`config.mk`:
```
export PLATFORM = sky130hd
export DESIGN_NAME = ssf_mac
export DESIGN_NICKNAME = d
export VERILOG_FILES = /design/src/hdl/ssf_pkg.sv /design/src/hdl/ssf_mac.sv
export SDC_FILE = /design/constraint.sdc
export NUM_CORES = 2
export LEC_CHECK = 0
export BUFFER_PORTS_ARGS = -buffer_cell sky130_fd_sc_hd__buf_2
export CORE_ASPECT_RATIO = 0.75
export CORE_MARGIN = 3
export CORE_UTILIZATION = 57
export CTS_BUF_LIST = sky130_fd_sc_hd__clkbuf_8 sky130_fd_sc_hd__clkbuf_16
export CTS_CLUSTER_DIAMETER = 80
export DETAILED_ROUTE_END_ITERATION = 10
export PLACE_DENSITY = 0.8
export SLEW_MARGIN = 10
export SYNTH_ARGS = -nofsm -noshare
export SYNTH_HDL_FRONTEND = slang
export SYNTH_SLANG_ARGS = --single-unit
export TNS_END_PERCENT = 100
```
`constraint.sdc`:
```
create_clock -name clk -period 3.55 [get_ports clk]
set_input_delay 0.71 -clock clk [delete_from_list [all_inputs] [get_ports clk]]
set_output_delay 0.71 -clock clk [all_outputs]
set_load 0.005 [all_outputs]
```
`src/hdl/ssf_pkg.sv`:
```
// Shared types, widths and the operation table of the two-state filter step.
// No dependencies; every module of the block imports this package.
`timescale 1ns / 1ps
`default_nettype none
package ssf_pkg;

	localparam int SAMPLE_W            = 32;
	localparam int COEF_W              = 24;
	localparam int PROD_W              = SAMPLE_W + COEF_W;
	localparam int ACC_W               = PROD_W + 2;
	localparam int FRAC_SHIFT          = 22;
	localparam int CFG_IDX_W           = 4;
	localparam int NUM_REGS            = 8;
	localparam int SEL_W               = $clog2(NUM_REGS);
	localparam int STEP_W              = 4;
	localparam int DEFAULT_STATE_COUNT = 2;

	typedef logic [SEL_W-1:0] coef_sel_t;

	// Register indexes on the configuration channel
	localparam coef_sel_t REG_A11 = 3'd0;
	localparam coef_sel_t REG_A12 = 3'd1;
	localparam coef_sel_t REG_A21 = 3'd2;
	localparam coef_sel_t REG_A22 = 3'd3;
	localparam coef_sel_t REG_B1  = 3'd4;
	localparam coef_sel_t REG_B2  = 3'd5;
	localparam coef_sel_t REG_C1  = 3'd6;
	localparam coef_sel_t REG_C2  = 3'd7;

	typedef enum logic [1:0] {
		OPD_X0,
		OPD_X1,
		OPD_U
	} opd_sel_t;

	typedef enum logic [1:0] {
		DST_YB,
		DST_X0,
		DST_X1,
		DST_YA
	} dst_t;

	typedef struct packed {
		coef_sel_t coef;
		opd_sel_t  opd;
		logic      first;
		logic      last;
		dst_t      dst;
	} op_t;

	typedef struct packed {
		logic                       valid;
		logic signed [COEF_W-1:0]   coef;
		logic signed [SAMPLE_W-1:0] opd;
		logic                       first;
		logic                       last;
		dst_t                       dst;
	} mac_req_t;

	typedef struct packed {
		logic                       valid;
		dst_t                       dst;
		logic signed [SAMPLE_W-1:0] value;
	} mac_res_t;

	typedef struct packed {
		logic signed [SAMPLE_W-1:0] sample_in;
	} in_beat_t;

	typedef struct packed {
		logic signed [SAMPLE_W-1:0] y_before;
		logic signed [SAMPLE_W-1:0] y_after;
	} out_beat_t;

	typedef struct packed {
		logic [CFG_IDX_W-1:0] index;
		logic [COEF_W-1:0]    wdata;
	} cfg_beat_t;

	function automatic op_t mk_op(coef_sel_t c, opd_sel_t o, logic f, logic l, dst_t d);
		op_t r;
		r.coef  = c;
		r.opd   = o;
		r.first = f;
		r.last  = l;
		r.dst   = d;
		return r;
	endfunction

	// Product sequence of one sample: y_before, new state rows, y_after.
	function automatic op_t op_decode(logic [STEP_W-1:0] step, logic two_state);
		op_t r;
		r = mk_op(REG_C1, OPD_X0, 1'b1, 1'b1, DST_YB);
		if (two_state) begin
			case (step)
				4'd0: r = mk_op(REG_C1,  OPD_X0, 1'b1, 1'b0, DST_YB);
				4'd1: r = mk_op(REG_C2,  OPD_X1, 1'b0, 1'b1, DST_YB);
				4'd2: r = mk_op(REG_A11, OPD_X0, 1'b1, 1'b0, DST_X0);
				4'd3: r = mk_op(REG_A12, OPD_X1, 1'b0, 1'b0, DST_X0);
				4'd4: r = mk_op(REG_B1,  OPD_U,  1'b0, 1'b1, DST_X0);
				4'd5: r = mk_op(REG_A21, OPD_X0, 1'b1, 1'b0, DST_X1);
				4'd6: r = mk_op(REG_A22, OPD_X1, 1'b0, 1'b0, DST_X1);
				4'd7: r = mk_op(REG_B2,  OPD_U,  1'b0, 1'b1, DST_X1);
				4'd8: r = mk_op(REG_C1,  OPD_X0, 1'b1, 1'b0, DST_YA);
				4'd9: r = mk_op(REG_C2,  OPD_X1, 1'b0, 1'b1, DST_YA);
				default: r = mk_op(REG_C1, OPD_X0, 1'b1, 1'b1, DST_YB);
			endcase
		end else begin
			case (step)
				4'd0: r = mk_op(REG_C1,  OPD_X0, 1'b1, 1'b1, DST_YB);
				4'd1: r = mk_op(REG_A11, OPD_X0, 1'b1, 1'b0, DST_X0);
				4'd2: r = mk_op(REG_B1,  OPD_U,  1'b0, 1'b1, DST_X0);
				4'd3: r = mk_op(REG_C1,  OPD_X0, 1'b1, 1'b1, DST_YA);
				default: r = mk_op(REG_C1, OPD_X0, 1'b1, 1'b1, DST_YB);
			endcase
		end
		return r;
	endfunction

endpackage
`default_nettype wire

```
`src/hdl/ssf_mac.sv`:
```
// Shared multiply-accumulate unit: 24x32 product, 58-bit sum, round and saturate.
// Depends on ssf_pkg. Product, accumulator and result are registered in turn.
`timescale 1ns / 1ps
`default_nettype none
module ssf_mac (
	input  wire logic              clk,
	input  wire logic              arst_n,
	input  wire ssf_pkg::mac_req_t req,
	output ssf_pkg::mac_res_t      res
);
	import ssf_pkg::*;

	localparam logic signed [ACC_W-1:0] ROUND_BIAS = ACC_W'(1) <<< (FRAC_SHIFT - 1);
	localparam int Q_W = ACC_W - FRAC_SHIFT;

	logic signed [PROD_W-1:0]   prod_s1;
	logic                       vld_s1, first_s1, last_s1;
	dst_t                       dst_s1;
	logic signed [ACC_W-1:0]    acc_s2;
	logic                       done_s2;
	dst_t                       dst_s2;
	logic signed [PROD_W-1:0]   prod_c;
	logic signed [ACC_W-1:0]    prod_ext;
	logic signed [ACC_W-1:0]    rnd_c;
	logic signed [Q_W-1:0]      q_c;
	logic signed [SAMPLE_W-1:0] sat_c;

	assign prod_c   = PROD_W'(req.coef) * PROD_W'(req.opd);
	assign prod_ext = {{(ACC_W-PROD_W){prod_s1[PROD_W-1]}}, prod_s1};

	// round half up, then floor shift: keep the upper bits of the biased sum
	assign rnd_c = acc_s2 + ROUND_BIAS;
	assign q_c   = rnd_c[ACC_W-1:FRAC_SHIFT];

	always_comb begin
		if (q_c[Q_W-1:SAMPLE_W-1] == '0 || q_c[Q_W-1:SAMPLE_W-1] == '1) begin
			sat_c = q_c[SAMPLE_W-1:0];
		end else if (q_c[Q_W-1]) begin
			sat_c = {1'b1, {(SAMPLE_W-1){1'b0}}};
		end else begin
			sat_c = {1'b0, {(SAMPLE_W-1){1'b1}}};
		end
	end

	always_ff @(posedge clk or negedge arst_n) begin
		if (!arst_n) begin
			prod_s1   <= '0;
			vld_s1    <= 1'b0;
			first_s1  <= 1'b0;
			last_s1   <= 1'b0;
			dst_s1    <= DST_YB;
			acc_s2    <= '0;
			done_s2   <= 1'b0;
			dst_s2    <= DST_YB;
			res       <= '0;
		end else begin
			prod_s1  <= prod_c;
			vld_s1   <= req.valid;
			first_s1 <= req.first;
			last_s1  <= req.last;
			dst_s1   <= req.dst;

			if (vld_s1) begin
				acc_s2 <= first_s1 ? prod_ext : acc_s2 + prod_ext;
			end
			done_s2 <= vld_s1 && last_s1;
			dst_s2  <= dst_s1;

			res.valid <= done_s2;
			res.dst   <= dst_s2;
			res.value <= sat_c;
		end
	end
endmodule
`default_nettype wire
```
## After elaboration in Yosys (flattened, before gate mapping)

Index checks and enable logic that the tools add are counted.

- Add/subtract/negate cells: 2
- Multipliers: 1
- Equality and inequality tests: 1
- Multiplexer cells: 3
- Reductions and logical operators: 3

Operators with widths:

| operator | count |
|---|---|
| $mux W32 | 2 |
| $add A58 B23 Y58 const B | 1 |
| $add A58 B56 Y58 | 1 |
| $mux W58 | 1 |
| $mul A24 B32 Y56 | 1 |
| $eq A5 B5 Y1 const B | 1 |
| $logic_not A5 Y1 | 1 |
| $logic_and A1 B1 Y1 | 1 |
| $logic_or A1 B1 Y1 | 1 |

- Register bits after elaboration: 157
- Bits of input ports: 63
- Output and inout bits: 35
- Word-level logic and storage cells: 21

## Longest topological paths before layout

- Depth in word-level cells: 4
- Depth in mapped cells: 28
- Gate-level depth less buffers: 26

## Worst setup path after synthesis

No wires, ideal clock.

- Path type: input to register
- Start point: input req[36] (netlist bit)
- End point: register prod_s1[39]
- Setup time: 0.132 ns
- Data arrival time: 7.221 ns
- Required time: 3.418 ns
- Slack: -3.804 ns
- Cell stages on the path: 25
- Buffers on the path: 2
- Path through: clkbuf_1 > and2_1 > fa_1 > inv_1 > fa_1 > fa_1 > fa_1 > inv_1 > fa_1 > fa_1 > inv_1 > fa_1 > inv_1 > ha_1 > clkbuf_2 > a211oi_1 > nand4_1 > or4_1 > o21ai_1 > o21a_1 > o21ai_0 > a21o_1 > a221oi_1 > o21ai_0 > xor2_1

- Word-level cells in the longest chain between the ends: 1

RTL lines:

| item | line | source |
|---|---|---|
| start, declared | ssf_mac.sv:8 | `input wire ssf_pkg::mac_req_t req,` |
| $mul A24 B32 Y56 | ssf_mac.sv:28 | `assign prod_c = PROD_W'(req.coef) * PROD_W'(req.opd);` |
| via prod_c[39] | ssf_mac.sv:22 | `logic signed [PROD_W-1:0] prod_c;` |
| end signal, assigned | ssf_mac.sv:57 | `prod_s1 <= prod_c;` |
| end, declared | ssf_mac.sv:16 | `logic signed [PROD_W-1:0] prod_s1;` |

The timed path passes the listed nets, and every way through them passes these cells.
A chain may end at the register's enable or synchronous reset.

## Worst setup path after layout

- Start point: input req[41] (netlist bit)
- End point: register prod_s1[53]

Same word-level chain as after synthesis.

==> impl_metrics.tcl <==
set metrics [dict create \
    status "finished, violations left" \
    failed_checks "setup timing" \
    cts.reportedPaths.clkPinSlew_ps 70 \
    crit_arrival_ps 7210 \
    grt_usage 0.307 \
    synth-edff-count 0 \
    dieArea_mm2 0.0662 \
    num_vias 29000 \
    cp_top_family "adder cells" \
    clock-root-buffer "clkbuf_16" \
    core_mm2 0.0623 \
    crit_fanout 5 \
    antenna_found_initial 3 \
    grt_pass1_wl_mm 162 \
    avgSynthCellArea_um2 9.15 \
    ant_nets 0 \
    slew_viol_final 0 \
    ys_types 71 \
    ios 98 \
    drt_iter0_drc 2408 \
    io_buffers 97 \
    worst_slew_pin_slew_ps 706 \
    synth-seq-cells 157 \
    synthFlopType "dfrtp_1" \
    synth_top_area_frac 0.436 \
    clock_sinks 157 \
    clk_latency_ps 450 \
    path_buf_inv 7 \
    cts_hold_buf 0 \
    grt_max_degree 66 \
    max_stage_delay_ps 580 \
    cts_tree "done" \
    cp-end-kind "flop" \
    clk_path_buf_depth 2 \
    reg2regPathDepth 12 \
    cts_made_buffers 17 \
    setup_viol 50 \
    routed_wl_mm 101 \
    die_x_um 296 \
    area_delta_synth_final_pct 18.6 \
    synthArstFlopShare 1.00 \
    yosysSeqAreaShare 0.109 \
    r2r_setup_slack_ps 110 \
    reg2reg_to "acc_s2[51]" \
    routedWlPerCell_um 19.7 \
    drc 0 \
    dr.pass1.iters 6 \
    dp_hpwl_mm 79.6 \
    critPathSlowestCell "fa_1" \
    min_period_ps 6890 \
    r2r_start "prod_s1[1]" \
    worst_setup_path_start_kind "input pin" \
    hold_slack_ps 241 \
    die_h_um 224 \
    initial_core_util 0.578 \
    nFillCells 4444 \
    clock-skew-final_ps 14.9 \
    cp_common_cell "fa_1" \
    vias_per_cell 5.67 \
    synthCells 3935 \
    gp_congestion 0.946 \
    hp-class "input pin to async pin" \
    hold_viol_final 0 \
    final_nets 5341 \
    grt_pass1_vias 31400 \
    overflow 0 \
    ys_warn_count 0 \
    max_freq_ghz 0.145 \
    critical_path_required_ps 3880 \
    synth_top_cell_by_area "fa_1" \
    drive_gt1_frac 0.195 \
    critPathKind "input pin to flop" \
    syn_area_mm2 0.0360 \
    rsz0062_at_grt "yes" \
    max_slew_margin 0.529 \
    cts_max_level 4 \
    synth.top_cells.by_area "fa_1 (44%), dfrtp_1 (11%), inv_1 (7.9%)" \
    rows 79 \
    fin_ws_ps -3340 \
    synth.net_count 4990 \
    maxCapViolations 0 \
    min_period_over_period 1.94 \
]
## layer usage
metal,wire length (µm),track usage,vias up
li1,-,-,12700
met1,39500,0.412,14700
met2,48700,0.494,1389
met3,9200,0.0756,283
met4,3480,0.104,4
met5,27,0,-
## layout make-up
cell class	count	area, µm²	area share
Tap cell	810	1010	0.0237
Inverter	763	2870	0.0672
Multi-Input combinational cell	2820	29800	0.699
Antenna cell	3	7.51	0.000176
Timing Repair Buffer	527	4480	0.105
Clock buffer	18	439	0.0103
Sequential cell	157	3930	0.0921
Clock inverter	13	104	0.00243
## sequential cells by signal, summed over array words and instances, names as in the netlist
signal and flops:
acc_s2 58, prod_s1 56, res 35, dst_s1 2, dst_s2 2, done_s2 1
first_s1 1, last_s1 1, vld_s1 1
## worst reg2reg max path, delay by kind of cell, from the launching register on
kind | cells | cell delay (ps)
AOI/OAI and AO/OA | 8 | 1700
and+or+nand+nor | 2 | 700
buffers and inverters | 1 | 170
DFF | 1 | 400
adders and majority gates | 1 | 320
## metrics by stage
step / cell area, µm² / cells / TNS [ps] / setup slack, ps / utilization
6_report: 42700 / 5111 / -133950 / -3340 / 0.686
5_1_grt: 42700 / 5109 / -141100 / -3510 / 0.686
4_1_cts: 41900 / 5092 / -128320 / -3190 / 0.672
3_5_place_dp: 40400 / 5035 / -158440 / -3800 / 0.649
3_3_place_gp: 40400 / 5035 / -154900 / -3720 / 0.649
2_1_floorplan: 36900 / 3935 / -120890 / -3300 / -
## cells by family (layout without fill, tap and decap cells)
group | count (synthesis) | count (layout) | share of synthesized area
adder cells (fa/ha/maj) | 992 | 992 | 0.508
other | 0 | 3 | 0
AO/OA/AOI/OAI | 467 | 467 | 0.0802
multiplexers | 16 | 16 | 0.00459
AND/OR/NAND/NOR | 1202 | 1202 | 0.163
buffers and inverters | 958 | 1321 | 0.100
XOR/XNOR | 143 | 143 | 0.0348
flip-flops | 157 | 157 | 0.109
## synth_stat cells (all sizes together) (7+ instances only)
cell and number:
o211ai 9, nand3 34, a31oi 25, a21oi 174, mux2i 12, a21o 55, o21bai 21, and2 374
nor2b 19, buf 7, and3 29, nor3 16, and4 12, fa 784, clkbuf 188, dfrtp 157
nor4 7, nor2 159, ha 208, nand2 497, o21ai 100, nand4 29, xor2 62, inv 762
a211oi 13, nand2b 13, xnor2 81, o21a 18
## worst max path at each step
stage	startpoint	to	cells after the start
after floorplan	req[42]	prod_s1[39]	25
after global placement	req[43]	prod_s1[55]	22
after detailed placement	req[44]	prod_s1[55]	24
after CTS	req[41]	prod_s1[55]	25
after global routing	req[18]	prod_s1[53]	25
final	req[41]	prod_s1[53]	26
## what timing repair did
item,in CTS,in global routing
setup endpoints to repair,52,88
cloned,2,1
buffers inserted,28,21
gates resized for setup,168,171
pin swaps,106,68
## cells in the final DEF (no fill, tap or decap), types with 22 or more instances in the layout
cell type and instances:
nand2_1 476, and2_1 334, dfrtp_1 155, buf_12 24, xor2_1 59, and3_1 24, ha_4 28, and2_4 39
ha_1 175, fa_2 36, xnor2_1 68, a21oi_1 146, nand4_1 29, inv_1 735, a21oi_2 22, nand3_1 33
buf_6 56, nor2_1 153, o21ai_0 81, fa_1 748, buf_2 58, inv_2 25, buf_4 371, a21o_1 54
Power is left out: the tool's default activity adds up to more than one toggle a clock period on the data nets, which glitch-free logic cannot reach.
